==> config.mk <==
export PLATFORM = sky130hd
export DESIGN_NAME = xor_frame_response_receiver
export DESIGN_NICKNAME = d
export VERILOG_FILES = /design/src/rtl/xfr_pkg.sv /design/src/rtl/xor_frame_response_receiver.sv
export SDC_FILE = /design/constraint.sdc
export NUM_CORES = 1
export LEC_CHECK = 0
export BUFFER_PORTS_ARGS = -buffer_cell sky130_fd_sc_hd__buf_2
export CAP_MARGIN = 5
export CORE_MARGIN = 2
export CORE_UTILIZATION = 40
export DETAILED_ROUTE_END_ITERATION = 10
export PLACE_DENSITY = 0.67
export SETUP_SLACK_MARGIN = 0.15
export SLEW_MARGIN = 20
export SYNTH_ARGS = -nofsm -noshare
export SYNTH_HDL_FRONTEND = slang
export SYNTH_SLANG_ARGS = --single-unit
==> constraint.sdc <==
create_clock -name clk -period 5 [get_ports clk]
set_clock_uncertainty 0.1 [all_clocks]
set_input_delay 0.5 -clock clk [delete_from_list [all_inputs] [get_ports clk]]
set_output_delay 0.5 -clock clk [all_outputs]
set_load 0.005 [all_outputs]
==> src/rtl/xfr_pkg.sv <==
// Package for the XOR frame response receiver.
// Holds the delimiter, the result kind codes and the result record type.
// No dependencies.
`default_nettype none

package xfr_pkg;

	localparam logic [7:0] DELIM = 8'hF5;

	localparam logic [1:0] KIND_HEADER  = 2'd0;
	localparam logic [1:0] KIND_PAYLOAD = 2'd1;
	localparam logic [1:0] KIND_STATUS  = 2'd2;

	typedef struct packed {
		logic [1:0] kind;
		logic [7:0] answer_high;
		logic [7:0] answer_low;
		logic [7:0] answer_status;
		logic [7:0] data_byte;
		logic       start_bad;
		logic       end_bad;
		logic       checksum_bad;
		logic       last;
	} result_t;

endpackage

`default_nettype wire

==> src/rtl/xor_frame_response_receiver.sv <==
// Receiver for 0xF5-delimited, XOR-checksummed response frames, one byte per item.
// Depends on xfr_pkg for the delimiter, the kind codes and the result record.
//
// Usage:
// The slave channel takes one received byte per item in s_axis_tdata; s_axis_tuser
// carries the expect-data flag, which is only looked at with the first header byte.
// The master channel gives zero or one result per input item: a header result after
// the eighth header byte, one payload result per payload byte, and a status result
// after the closing byte of a data frame. m_axis_tuser holds the result kind and
// m_axis_tlast marks the final result of a response.
// An accepted byte passes through the input register, then through the frame logic
// into the result register, before its result appears on the master channel.
// Throughput is one item per cycle while the master channel does not stall, set by
// the single pass of the frame logic between those two registers.
// When the receiver stalls, the result register holds its item, the input register
// keeps the next byte, and s_axis_tready drops once both are full.
// Reset clears both valid bits and puts the frame logic back to waiting for a
// header, with all counters, checksum and stored header bytes at zero.
// Framing is by byte count alone; bad delimiters are only flagged.
`default_nettype none

module xor_frame_response_receiver (
	input  wire               clk,
	input  wire               arst_n,
	input  wire               s_axis_tvalid,
	output logic              s_axis_tready,
	input  wire  [7:0]        s_axis_tdata,   // [7:0] rx_byte
	input  wire               s_axis_tuser,   // [0] expect_data
	output logic              m_axis_tvalid,
	input  wire               m_axis_tready,
	// [7:0] answer_high, [15:8] answer_low, [23:16] answer_status, [31:24] data_byte,
	// [32] start_bad, [33] end_bad, [34] checksum_bad, [39:35] zero
	output logic [39:0]       m_axis_tdata,
	output logic [1:0]        m_axis_tuser,   // [1:0] kind
	output logic              m_axis_tlast
);
	import xfr_pkg::*;

	localparam logic [1:0] PH_IDLE   = 2'd0;
	localparam logic [1:0] PH_HEADER = 2'd1;
	localparam logic [1:0] PH_DATA   = 2'd2;

	logic        valid_s1;
	logic [7:0]  byte_s1;
	logic        ed_s1;
	logic        advance;

	logic [1:0]  phase_q, phase_d;
	logic [16:0] pos_q, pos_d;
	logic [7:0]  xor_q, xor_d;
	logic [7:0]  hdr_q [3];
	logic [7:0]  hdr_d [3];
	logic [15:0] len_q, len_d;
	logic        start_flag_q, start_flag_d;
	logic        data_exp_q, data_exp_d;

	logic        emit;
	result_t     res;
	logic        out_valid_q;
	result_t     out_q;

	assign advance       = valid_s1 && (!out_valid_q || m_axis_tready);
	assign s_axis_tready = !valid_s1 || advance;

	always_ff @(posedge clk or negedge arst_n) begin
		if (!arst_n) begin
			valid_s1 <= 1'b0;
		end else if (s_axis_tready) begin
			valid_s1 <= s_axis_tvalid;
		end
	end

	always_ff @(posedge clk) begin
		if (s_axis_tready && s_axis_tvalid) begin
			byte_s1 <= s_axis_tdata;
			ed_s1   <= s_axis_tuser;
		end
	end

	always_comb begin
		logic [16:0] len_ext;
		phase_d      = phase_q;
		pos_d        = pos_q;
		xor_d        = xor_q;
		hdr_d        = hdr_q;
		len_d        = len_q;
		start_flag_d = start_flag_q;
		data_exp_d   = data_exp_q;
		emit         = 1'b0;
		len_ext      = {1'b0, len_q};
		case (phase_q)
			PH_HEADER: begin
				if (pos_q[2:0] >= 3'd2 && pos_q[2:0] <= 3'd4) begin
					hdr_d[pos_q[1:0] - 2'd2] = byte_s1;
				end
				if (pos_q[2:0] != 3'd7) begin
					xor_d = xor_q ^ byte_s1;
					pos_d = {14'd0, pos_q[2:0]} + 17'd1;
				end else begin
					emit  = 1'b1;
					pos_d = '0;
					if (data_exp_q) begin
						len_d   = {hdr_q[0], hdr_q[1]};
						phase_d = PH_DATA;
					end else begin
						phase_d = PH_IDLE;
					end
				end
			end
			PH_DATA: begin
				if (pos_q == '0) begin
					start_flag_d = (byte_s1 != DELIM);
					xor_d        = byte_s1;
					pos_d        = 17'd1;
				end else if (pos_q <= len_ext) begin
					xor_d = xor_q ^ byte_s1;
					pos_d = pos_q + 17'd1;
					emit  = 1'b1;
				end else if (pos_q == len_ext + 17'd1) begin
					xor_d = xor_q ^ byte_s1;
					pos_d = pos_q + 17'd1;
				end else begin
					emit    = 1'b1;
					phase_d = PH_IDLE;
					pos_d   = '0;
				end
			end
			default: begin
				start_flag_d = (byte_s1 != DELIM);
				xor_d        = byte_s1;
				data_exp_d   = ed_s1;
				pos_d        = 17'd1;
				phase_d      = PH_HEADER;
			end
		endcase
	end

	always_comb begin
		res.answer_high   = hdr_d[0];
		res.answer_low    = hdr_d[1];
		res.answer_status = hdr_d[2];
		res.kind          = KIND_HEADER;
		res.data_byte     = 8'd0;
		res.start_bad     = start_flag_q;
		res.end_bad       = (byte_s1 != DELIM);
		res.checksum_bad  = (xor_q != 8'd0);
		res.last          = !data_exp_q;
		if (phase_q == PH_DATA) begin
			if (pos_q <= {1'b0, len_q}) begin
				res.kind         = KIND_PAYLOAD;
				res.data_byte    = byte_s1;
				res.start_bad    = 1'b0;
				res.end_bad      = 1'b0;
				res.checksum_bad = 1'b0;
				res.last         = 1'b0;
			end else begin
				res.kind = KIND_STATUS;
				res.last = 1'b1;
			end
		end
	end

	always_ff @(posedge clk or negedge arst_n) begin
		if (!arst_n) begin
			phase_q      <= PH_IDLE;
			pos_q        <= '0;
			xor_q        <= '0;
			hdr_q        <= '{default: 8'd0};
			len_q        <= '0;
			start_flag_q <= 1'b0;
			data_exp_q   <= 1'b0;
			out_valid_q  <= 1'b0;
		end else begin
			if (advance) begin
				phase_q      <= phase_d;
				pos_q        <= pos_d;
				xor_q        <= xor_d;
				hdr_q        <= hdr_d;
				len_q        <= len_d;
				start_flag_q <= start_flag_d;
				data_exp_q   <= data_exp_d;
				out_valid_q  <= emit;
			end else if (m_axis_tready) begin
				out_valid_q <= 1'b0;
			end
		end
	end

	always_ff @(posedge clk) begin
		if (advance && emit) begin
			out_q <= res;
		end
	end

	assign m_axis_tvalid = out_valid_q;
	assign m_axis_tuser  = out_q.kind;
	assign m_axis_tlast  = out_q.last;
	assign m_axis_tdata  = {5'd0, out_q.checksum_bad, out_q.end_bad, out_q.start_bad,
		out_q.data_byte, out_q.answer_status, out_q.answer_low, out_q.answer_high};

	a_header_pos_small: assert property (@(posedge clk) disable iff (!arst_n)
		phase_q == PH_HEADER |-> pos_q[16:3] == 14'd0)
		else $error("header byte position left the eight-byte frame");

	a_header_ends: assert property (@(posedge clk) disable iff (!arst_n)
		advance && phase_q == PH_HEADER && pos_q[2:0] == 3'd7 |=>
		m_axis_tvalid && m_axis_tuser == KIND_HEADER && phase_q != PH_HEADER)
		else $error("eighth header byte did not close the header");

	a_data_pos_bound: assert property (@(posedge clk) disable iff (!arst_n)
		phase_q == PH_DATA |-> pos_q <= {1'b0, len_q} + 17'd2)
		else $error("data frame position ran past the frame end");

	a_status_idle: assert property (@(posedge clk) disable iff (!arst_n)
		advance && emit && phase_q == PH_DATA && pos_q > {1'b0, len_q} |=>
		phase_q == PH_IDLE && m_axis_tlast)
		else $error("status result did not end the response");

endmodule

`default_nettype wire
Word level (Yosys, flattened, before mapping)
Cells that the tools add are included.

Flip-flop bits (word level): 118. Latch bits: 0. Memory bits (writable): 0. Bits in read-only memories: 0. Bits of input ports: 13. Word-level logic and storage cells: 102. Memories kept: 0.

Add/subtract/negate cells: 4. $mul: 0. Div/mod/pow operators: 0. Order comparisons: 5. Equality and inequality tests: 12. Shift operators: 0. Muxes and demuxes: 34. Bitwise logic cells: 5. Reductions and logical operators: 20.

Operator list (count): 17-bit 2-to-1 mux (3); 24-bit 2-to-1 mux (2); 8-bit 2-to-1 mux (5); 17-bit case mux with 2 select lines (1); 24-bit bitwise mux (1); 16-bit by 1-bit adder with 17-bit output (second input constant) (1); 17-bit by 1-bit adder with 17-bit output (second input constant) (1); 17-bit equality test (1); 17-bit by 16-bit less-or-equal comparator with 1-bit output (1); 17-bit logical NOT (1); 8-bit demux with 2-bit select (1); 8-bit case mux with 2 select lines (1); 2-bit 2-to-1 mux (6); 2-bit inequality test (second input constant) (6); 1-bit 2-to-1 mux (8); 4-bit 2-to-1 mux (2); 8-bit inequality test (second input constant) (1); 8-bit nonzero test (1); 8-bit XOR (1); 3-bit AND reduction (2); 1-bit logical AND (5); 5-bit AND reduction (1); 3-bit by 1-bit adder with 4-bit output (second input constant) (1); 4-bit inequality test (second input constant) (1); other kinds (19) (26).

Logic depth before layout (Yosys ltp)
Gate-level depths: netlist of the first run.

Word-level depth: 9. Depth in mapped cells: 12. Mapped depth without buffers: 10.

Worst setup path before layout of the first run
No wires, ideal clock.

Path kind: register to register. Start point: reg len_q[3]. End point: reg out_q, in the netlist m_axis_tdata[0], enable pin. Setup time: 446 ps. Arrival: 3699 ps. Required time: 4454 ps. Setup slack: 755 ps. Stages on the path, launching flop included: 11. Buffers on the path: 0. Period minus slack after synthesis: 4245 ps. Path through: dfrtp_1 > inv_1 > ha_1 > a21o_1 > nand2_1 > a31oi_1 > a2111oi_0 > o31a_1 > nor2_1 > a21o_1 > a21oi_1.

Word-level cells in the longest chain between the ends: 7. Elaborated cells between the ends (all ways): 8. Those cells by class: 1 x add/sub; 1 x order compare; 1 x eq/ne; 4 x mux; 1 x reduce/logical.

Ends and longest elaborated chain: start: declaration (line xor_frame_response_receiver.sv:53) `logic [15:0] len_q, len_d;`; start signal: assignment (line xor_frame_response_receiver.sv:179) `len_q <= len_d;`; 16-bit by 1-bit adder with 17-bit output (line xor_frame_response_receiver.sv:119) `end else if (pos_q == len_ext + 17'd1) begin`; 17-bit equality test (line xor_frame_response_receiver.sv:119); 1-bit 2-to-1 mux (line xor_frame_response_receiver.sv:119); 1-bit 2-to-1 mux (*) (line xor_frame_response_receiver.sv:115) `end else if (pos_q <= len_ext) begin`; 1-bit 2-to-1 mux (*) (line xor_frame_response_receiver.sv:111) `if (pos_q == '0) begin`; 1-bit case mux with 2 select lines (*) (line xor_frame_response_receiver.sv:91) `case (phase_q)`; 1-bit logical AND (*) (line xor_frame_response_receiver.sv:190) `if (advance && emit) begin`; end signal: assignment (line xor_frame_response_receiver.sv:191) `out_q <= res;`; end: declaration (line xor_frame_response_receiver.sv:60) `result_t out_q;`.

Mark *: on every way between the ends. The rest lies on a longest branch, timed or not. A chain may end at the register's enable or synchronous reset.

Worst setup path after layout of the first run
Start point: reg len_q[0]. End point: reg pos_q[5].

Word-level cells in the longest chain between the ends: 6. Elaborated cells between the ends (all ways): 7. Those cells by class: 1 x add/sub; 1 x order compare; 1 x eq/ne; 4 x mux.

Ends and longest elaborated chain: 16-bit by 1-bit adder with 17-bit output (line xor_frame_response_receiver.sv:119); 17-bit equality test (line xor_frame_response_receiver.sv:119); 17-bit 2-to-1 mux (line xor_frame_response_receiver.sv:119); 17-bit 2-to-1 mux (*) (line xor_frame_response_receiver.sv:115); 17-bit 2-to-1 mux (*) (line xor_frame_response_receiver.sv:111); 17-bit case mux with 2 select lines (*) (line xor_frame_response_receiver.sv:91); end signal: assignment (line xor_frame_response_receiver.sv:176) `pos_q <= pos_d;`; end: declaration (line xor_frame_response_receiver.sv:49) `logic [16:0] pos_q, pos_d;`.

Marked as above.

==> results of run 1 <==
## kinds of logic after synthesis
| group | share of synthesized area, % |
|---|---|
| buf+inv | 4.66 |
| other cells | 0.0591 |
| xor+xnor | 2.62 |
| fa+ha+maj | 4.54 |
| compound gates | 11.5 |
| simple gates | 14.5 |
| mux | 11.9 |
| flops | 50.3 |
## metal layers
metal,share of wire [%],vias up,global-route usage (%)
li1,-,2154,-
met1,45,2315,25.7
met2,48,164,31.5
met3,4.6,25,3.77
met4,2.1,0,7.46
met5,0,-,0
## Yosys cell counts, types with 3 or more instances
cell	number	area share, %
a211oi_1	5	0.59
a21o_1	5	0.59
a21oi_1	14	1.1
a31oi_1	9	0.89
and2_1	16	1.6
and3_1	6	0.59
and4_1	5	0.69
buf_2	5	0.39
buf_4	8	0.95
clkbuf_1	24	1.4
dfrtp_1	71	28
edfxtp_1	47	22
ha_1	23	4.5
inv_1	24	1.4
mux2_2	66	12
nand2_1	53	3.1
nand2b_1	4	0.39
nand3_1	13	1.0
nand4_1	19	1.9
nor2_1	18	1.1
nor2b_1	5	0.49
nor3_1	6	0.47
nor4_1	16	1.6
o21ai_0	15	1.2
o21bai_1	3	0.36
o221ai_1	10	1.4
o2bb2ai_1	8	1.1
o311ai_2	7	1.8
or2_2	3	0.30
xnor2_1	8	1.1
xor2_1	11	1.5
## registers in the layout (all words and copies together), names as in the netlist
name / cells
valid_s1: 1
data_exp_q: 1
xor_q: 8
byte_s1: 8
start_flag_q: 1
pos_q: 17
m_axis_tdata: 35
len_q: 16
phase_q: 2
m_axis_tvalid: 1
hdr_q: 24
m_axis_tlast: 1
ed_s1: 1
m_axis_tuser: 2
## final cells by class
class	count	area share, %
flip-flops and latches	118	43.3
multi-input cells	382	39.2
clock buffers	17	5.78
repair buffers	56	3.94
well taps	216	3.67
clock inverters	15	2.94
inverters	24	1.22
## worst max-delay path, stage by stage (launching register included)
cell      delay, ns
dfrtp_1        0.43
ha_1           0.33
and2_1         0.20
a31oi_1        0.10
a311o_1        0.34
a2111o_1       0.42
nor4_2         0.24
or3_1          0.15
buf_4          0.31
nand2_1        0.39
o311ai_0       0.49
## stage by stage
stage	setup WS [ns]	hold slack [ns]	cell area (um2)	instances	power, mW
3_5_place_dp	1.44	0.387	6720	796	2.15
5_1_grt	1.10	0.156	7360	828	3.65
4_1_cts	1.40	0.122	7360	828	3.49
3_3_place_gp	1.65	0.365	6720	796	2.11
6_report	1.36	0.0934	7360	828	3.49
2_1_floorplan	0.755	0.104	6360	565	1.95
## power by group
part,internal [mW],switching (mW)
logic,0.346,0.490
clock network,0.848,0.480
registers,1.19,0.132
## final timing paths
path                                      start                     end  slack, ns  cells past startpoint
max                        len_q[0]$_DFFE_PN0P_    pos_q[5]$_DFFE_PN0P_       1.36                     10
min                                      arst_n    hdr_q[3]$_DFFE_PN0P_       0.09                      1
max reg2reg                len_q[0]$_DFFE_PN0P_    pos_q[5]$_DFFE_PN0P_       1.36                     10
min reg2reg                     ed_s1$_DFFE_PP_  data_exp_q$_DFFE_PN0P_       0.40                      1
max in group asynchronous                arst_n    pos_q[7]$_DFFE_PN0P_       3.69                      2
min in group clk                s_axis_tdata[1]    byte_s1[1]$_DFFE_PP_       0.16                      1
==> flow_summary.yaml, run 1 <==
cts:
  clk_latency_ns: 0.41
  clk_pin_slew_worst_paths_ns: 0.06
  cts_hold_buf: 0
  cts_setup_buffers: 0
  cts.htree.levels: 4
  root_buffer: "clkbuf_16"
  cts_num_sinks: 118
  cts_tree: "built"
  cts_resized: 0
  numCtsBuffers: 17
  clock_path_buffers: 2
floorplan:
  ios: 58
  initial_core_util_pct: 40.4
  core_um2: 15700
  die_y_um: 130
  dieArea_um2: 16900
  rows: 46
  fp.dieW_um: 130
synth:
  ys.flop_type: "dfrtp_1"
  synth-seq-cells: 118
  yosysSeqAreaShare_pct: 50.3
  ys_warn_count: 0
  synth_cells: 561
  synthArstFlopShare_pct: 60.2
  synth_cell_types: 57
  synthesis.area_um2: 6340
  avgSynthCellArea_um2: 11.3
  synth-edff-count: 47
setup_path:
  cp-end-kind: "register"
  worst-path-max-fanout: 31
  cp.arrival_ns: 3.82
  start_kind: "register"
  required_ns: 5.17
  criticalPathCategory: "reg -> reg"
sta:
  slew_headroom_pct: 33.1
  tns_ns: 0
  post-route-min-period_ns: 3.64
  hold_viol: 0
  worstMarginPinSlew_ns: 1.00
  timing.fmax_mhz: 274
  period_share_pct: 72.9
  final-max-slew-violation-count: 0
  rsz0062_at_grt: "false"
  setup_violations: 0
drt:
  drt-pass1-iter-count: 4
  drc_errors: 0
  wirelength_um: 15700
  vias_per_cell: 5.63
  drtAntennaViolNets: 0
  drt_first_iter_violations: 321
  via_count: 4658
  routedWlPerCell_um: 18.9
global_route:
  gr-usage-all-layers_pct: 19.4
  grt_pass1_vias: 4705
  grt_overflow: 0
  antenna_found_initial: 0
  grt_max_degree: 39
  grt_pass1_wl_um: 25200
flow_run:
  max_cap_violations: 0
worst_hold_path:
  hold_class: "in -> async"
cells_and_area:
  final_nets: 635
  antenna_cells: 0
  final_common_cell: "dfrtp_1"
  layout_common_cells: "71 x dfrtp_1, 66 x mux2_2, 53 x nand2_1"
  ff_latch_area_um2: 3190
  drive_gt1_share_pct: 27.3
  multiInputGateArea_um2: 2880
  final_core_util_pct: 46.9
  n_fill_cell: 1394
  synthToLayoutAreaGrowth_pct: 16.1
power_and_ir_drop:
  power.density_nw_per_um2: 474
  leakage_nw: 3.06
  vdd_drop_max_v: 0.000341
outcome:
  outcome: "completed"
placement:
  port_buffers: 52
  hpwl_um: 10800
  gp_congestion: 0.919
Note: power is estimated with default switching activity, not from simulation.
==> run 2: changes to the inputs <==
Settings changed: PLACE_DENSITY 0.67 to 0.7.
Clock period 5 ns to 3.15 ns, I/O delays scaled along.
==> flow_summary.yaml, run 2 (synthesis results as in run 1) <==
cells_and_area:
  multiInputGateArea_um2: 2940
  ff_latch_area_um2: 3200
  n_fill_cell: 1340
  synthToLayoutAreaGrowth_pct: 21.5
  antenna_cells: 0
  largest_reg_flops: 35
  drive_gt1_share_pct: 31.3
  final_common_cell: "mux2_2"
  stdcell_count: 862
  layout_common_cells: "66 x mux2_2, 64 x dfrtp_1, 53 x nand2_1"
  final_core_util_pct: 49.0
  final_nets: 669
drt:
  drc_errors: 0
  vias_per_cell: 5.62
  drt-pass1-iter-count: 5
  wirelength_um: 15900
  drt_first_iter_violations: 243
  drtAntennaViolNets: 0
  via_count: 4845
  routedWlPerCell_um: 18.4
worst_hold_path:
  hold_class: "in -> reg"
  holdPathEnd: "valid_s1$_DFFE_PN0N_"
  hold_depth: 2
  min_from: "s_axis_tvalid"
global_route:
  grt_overflow: 0
  gr-usage-all-layers_pct: 19.0
  grt_max_degree: 39
  antenna_found_initial: 0
  grt_pass1_wl_um: 24900
  grt_pass1_vias: 4850
sta:
  period_share_pct: 91.4
  final-max-slew-violation-count: 0
  timing.fmax_mhz: 347
  slew_headroom_pct: 36.2
  fin_hold_ws_ns: 0.0226
  post-route-min-period_ns: 2.88
  hold_viol: 0
  tns_ns: 0
  rsz0062_at_grt: "true"
  worstMarginPinSlew_ns: 0.955
  setup_violations: 0
floorplan:
  fp.dieW_um: 130
  initial_core_util_pct: 40.4
  die_y_um: 130
  core_um2: 15700
  ios: 58
  dieArea_um2: 16900
  rows: 46
cts:
  clk_latency_ns: 0.41
  clock_path_buffers: 2
  numCtsBuffers: 17
  root_buffer: "clkbuf_16"
  cts_num_sinks: 118
  clk_pin_slew_worst_paths_ns: 0.06
  cts_tree: "built"
  cts.htree.levels: 4
setup_path:
  cp.arrival_ns: 2.90
  r2r-start: "pos_q[5]$_DFFE_PN0P_"
  reg2reg_to: "m_axis_tdata[32]$_DFFE_PP_"
  r2r_setup_slack_ns: 0.27
  critPathSlowestCell: "dfrtp_1"
  r2r_cells: 10
  worst-path-max-fanout: 10
  cp_cell_sequence: "ha_1 > a21o_1 > a21o_1 > a2111oi_1 > o31a_1 > nor2_2 > a21o_1 > a21oi_4 > buf_12 > clkbuf_16"
  critPathMaxStageDelay_ns: 0.50
  critPathMostFrequentCell: "a21o_1"
  start_kind: "register"
  cp-end-kind: "register"
  criticalPathCategory: "reg -> reg"
  required_ns: 3.17
placement:
  port_buffers: 52
  gp_congestion: 0.874
  numPlacedInstances: 813
  hpwl_um: 10700
power_and_ir_drop:
  leakage_nw: 3.19
  power.density_nw_per_um2: 704
  power_frac_seq_pct: 38.7
  p_int_mw: 3.70
  p_sw_share_pct: 31.8
  vdd_drop_max_v: 0.000525
  power.switching_mw: 1.72
  clockPowerShare_pct: 34.5
  p_comb_share_pct: 26.8
flow_run:
  max_cap_violations: 0
outcome:
  outcome: "completed"
## run 2: cell types whose count changed in the layout (fill, tap and decap cells not counted), sizes merged
cell,previous run,this run
dlygate4sd3,0,10
inv,30,26
clkbuf,17,22
clkinvlp,1,2
buf,56,78
clkinv,4,6
bufinv,4,2
## run 2: worst max-delay path, delay by kind of cell, from the launching register on
kind                       cells  cell delay (ns)
AOI/OAI and AO/OA              6             1.34
adders and majority gates      1             0.26
buffers and inverters          2             0.31
DFF                            1             0.50
and+or+nand+nor                1             0.08
## run 2: stage by stage
step                      instance area, um2  total power, mW  setup slack [ns]
after CTS                               7540             5.37             0.148
after detailed placement                6860             3.46            0.0698
after global routing                    7700             5.71             0.136
after floorplan                         6370             3.11             0.150
after global placement                  6860             3.38             0.177
final                                   7700             5.42             0.272
## run 2: cell type report
| type | instances | area share (%) |
|---|---|---|
| Sequential cell | 118 | 41.5 |
| Multi-Input combinational cell | 382 | 38.2 |
| Timing Repair Buffer | 90 | 8.28 |
| Clock buffer | 20 | 5.67 |
| Tap cell | 216 | 3.51 |
| Clock inverter | 12 | 1.69 |
| Inverter | 24 | 1.17 |
## run 2: power groups by stage
stage          combinational, mW  sequential [mW]  clock [mW]
2_1_floorplan               1.07             2.04           0
3_3_place_gp                1.29             2.10           0
3_5_place_dp                1.35             2.12           0
4_1_cts                     1.39             2.09        1.89
5_1_grt                     1.61             2.13        1.97
6_report                    1.45             2.10        1.87
## run 2: routing by layer
layer	wire length (um)	share of wire, %	vias to the layer above	track usage (%)
li1	-	-	2229	-
met1	6990	44	2425	25.5
met2	7750	49	170	31.1
met3	907	5.7	21	4.51
met4	208	1.3	0	5.06
met5	0	0	-	0
## run 2: how the worst max path moves through the flow
stage / from / end / slack [ns] / cells past startpoint
global route: len_q[5]$_DFFE_PN0P_ / xor_q[6]$_DFFE_PN0P_ / 0.14 / 9
finish: pos_q[5]$_DFFE_PN0P_ / m_axis_tdata[32]$_DFFE_PP_ / 0.27 / 10
detailed placement: len_q[1]$_DFFE_PN0P_ / phase_q[0]$_DFFE_PN0P_ / 0.07 / 10
global placement: len_q[1]$_DFFE_PN0P_ / phase_q[0]$_DFFE_PN0P_ / 0.18 / 10
floorplan: len_q[6]$_DFFE_PN0P_ / m_axis_tdata[0]$_DFFE_PP_ / 0.15 / 9
CTS: len_q[1]$_DFFE_PN0P_ / phase_q[0]$_DFFE_PN0P_ / 0.15 / 10
## run 2: repair_timing
item                       CTS  global route
setup endpoints to repair    4            63
cloned                       0             3
hold buffers                10             0
setup buffers                0             4
hold endpoints to repair    17             0
pin swaps                    0             5
gates resized for setup      3            17
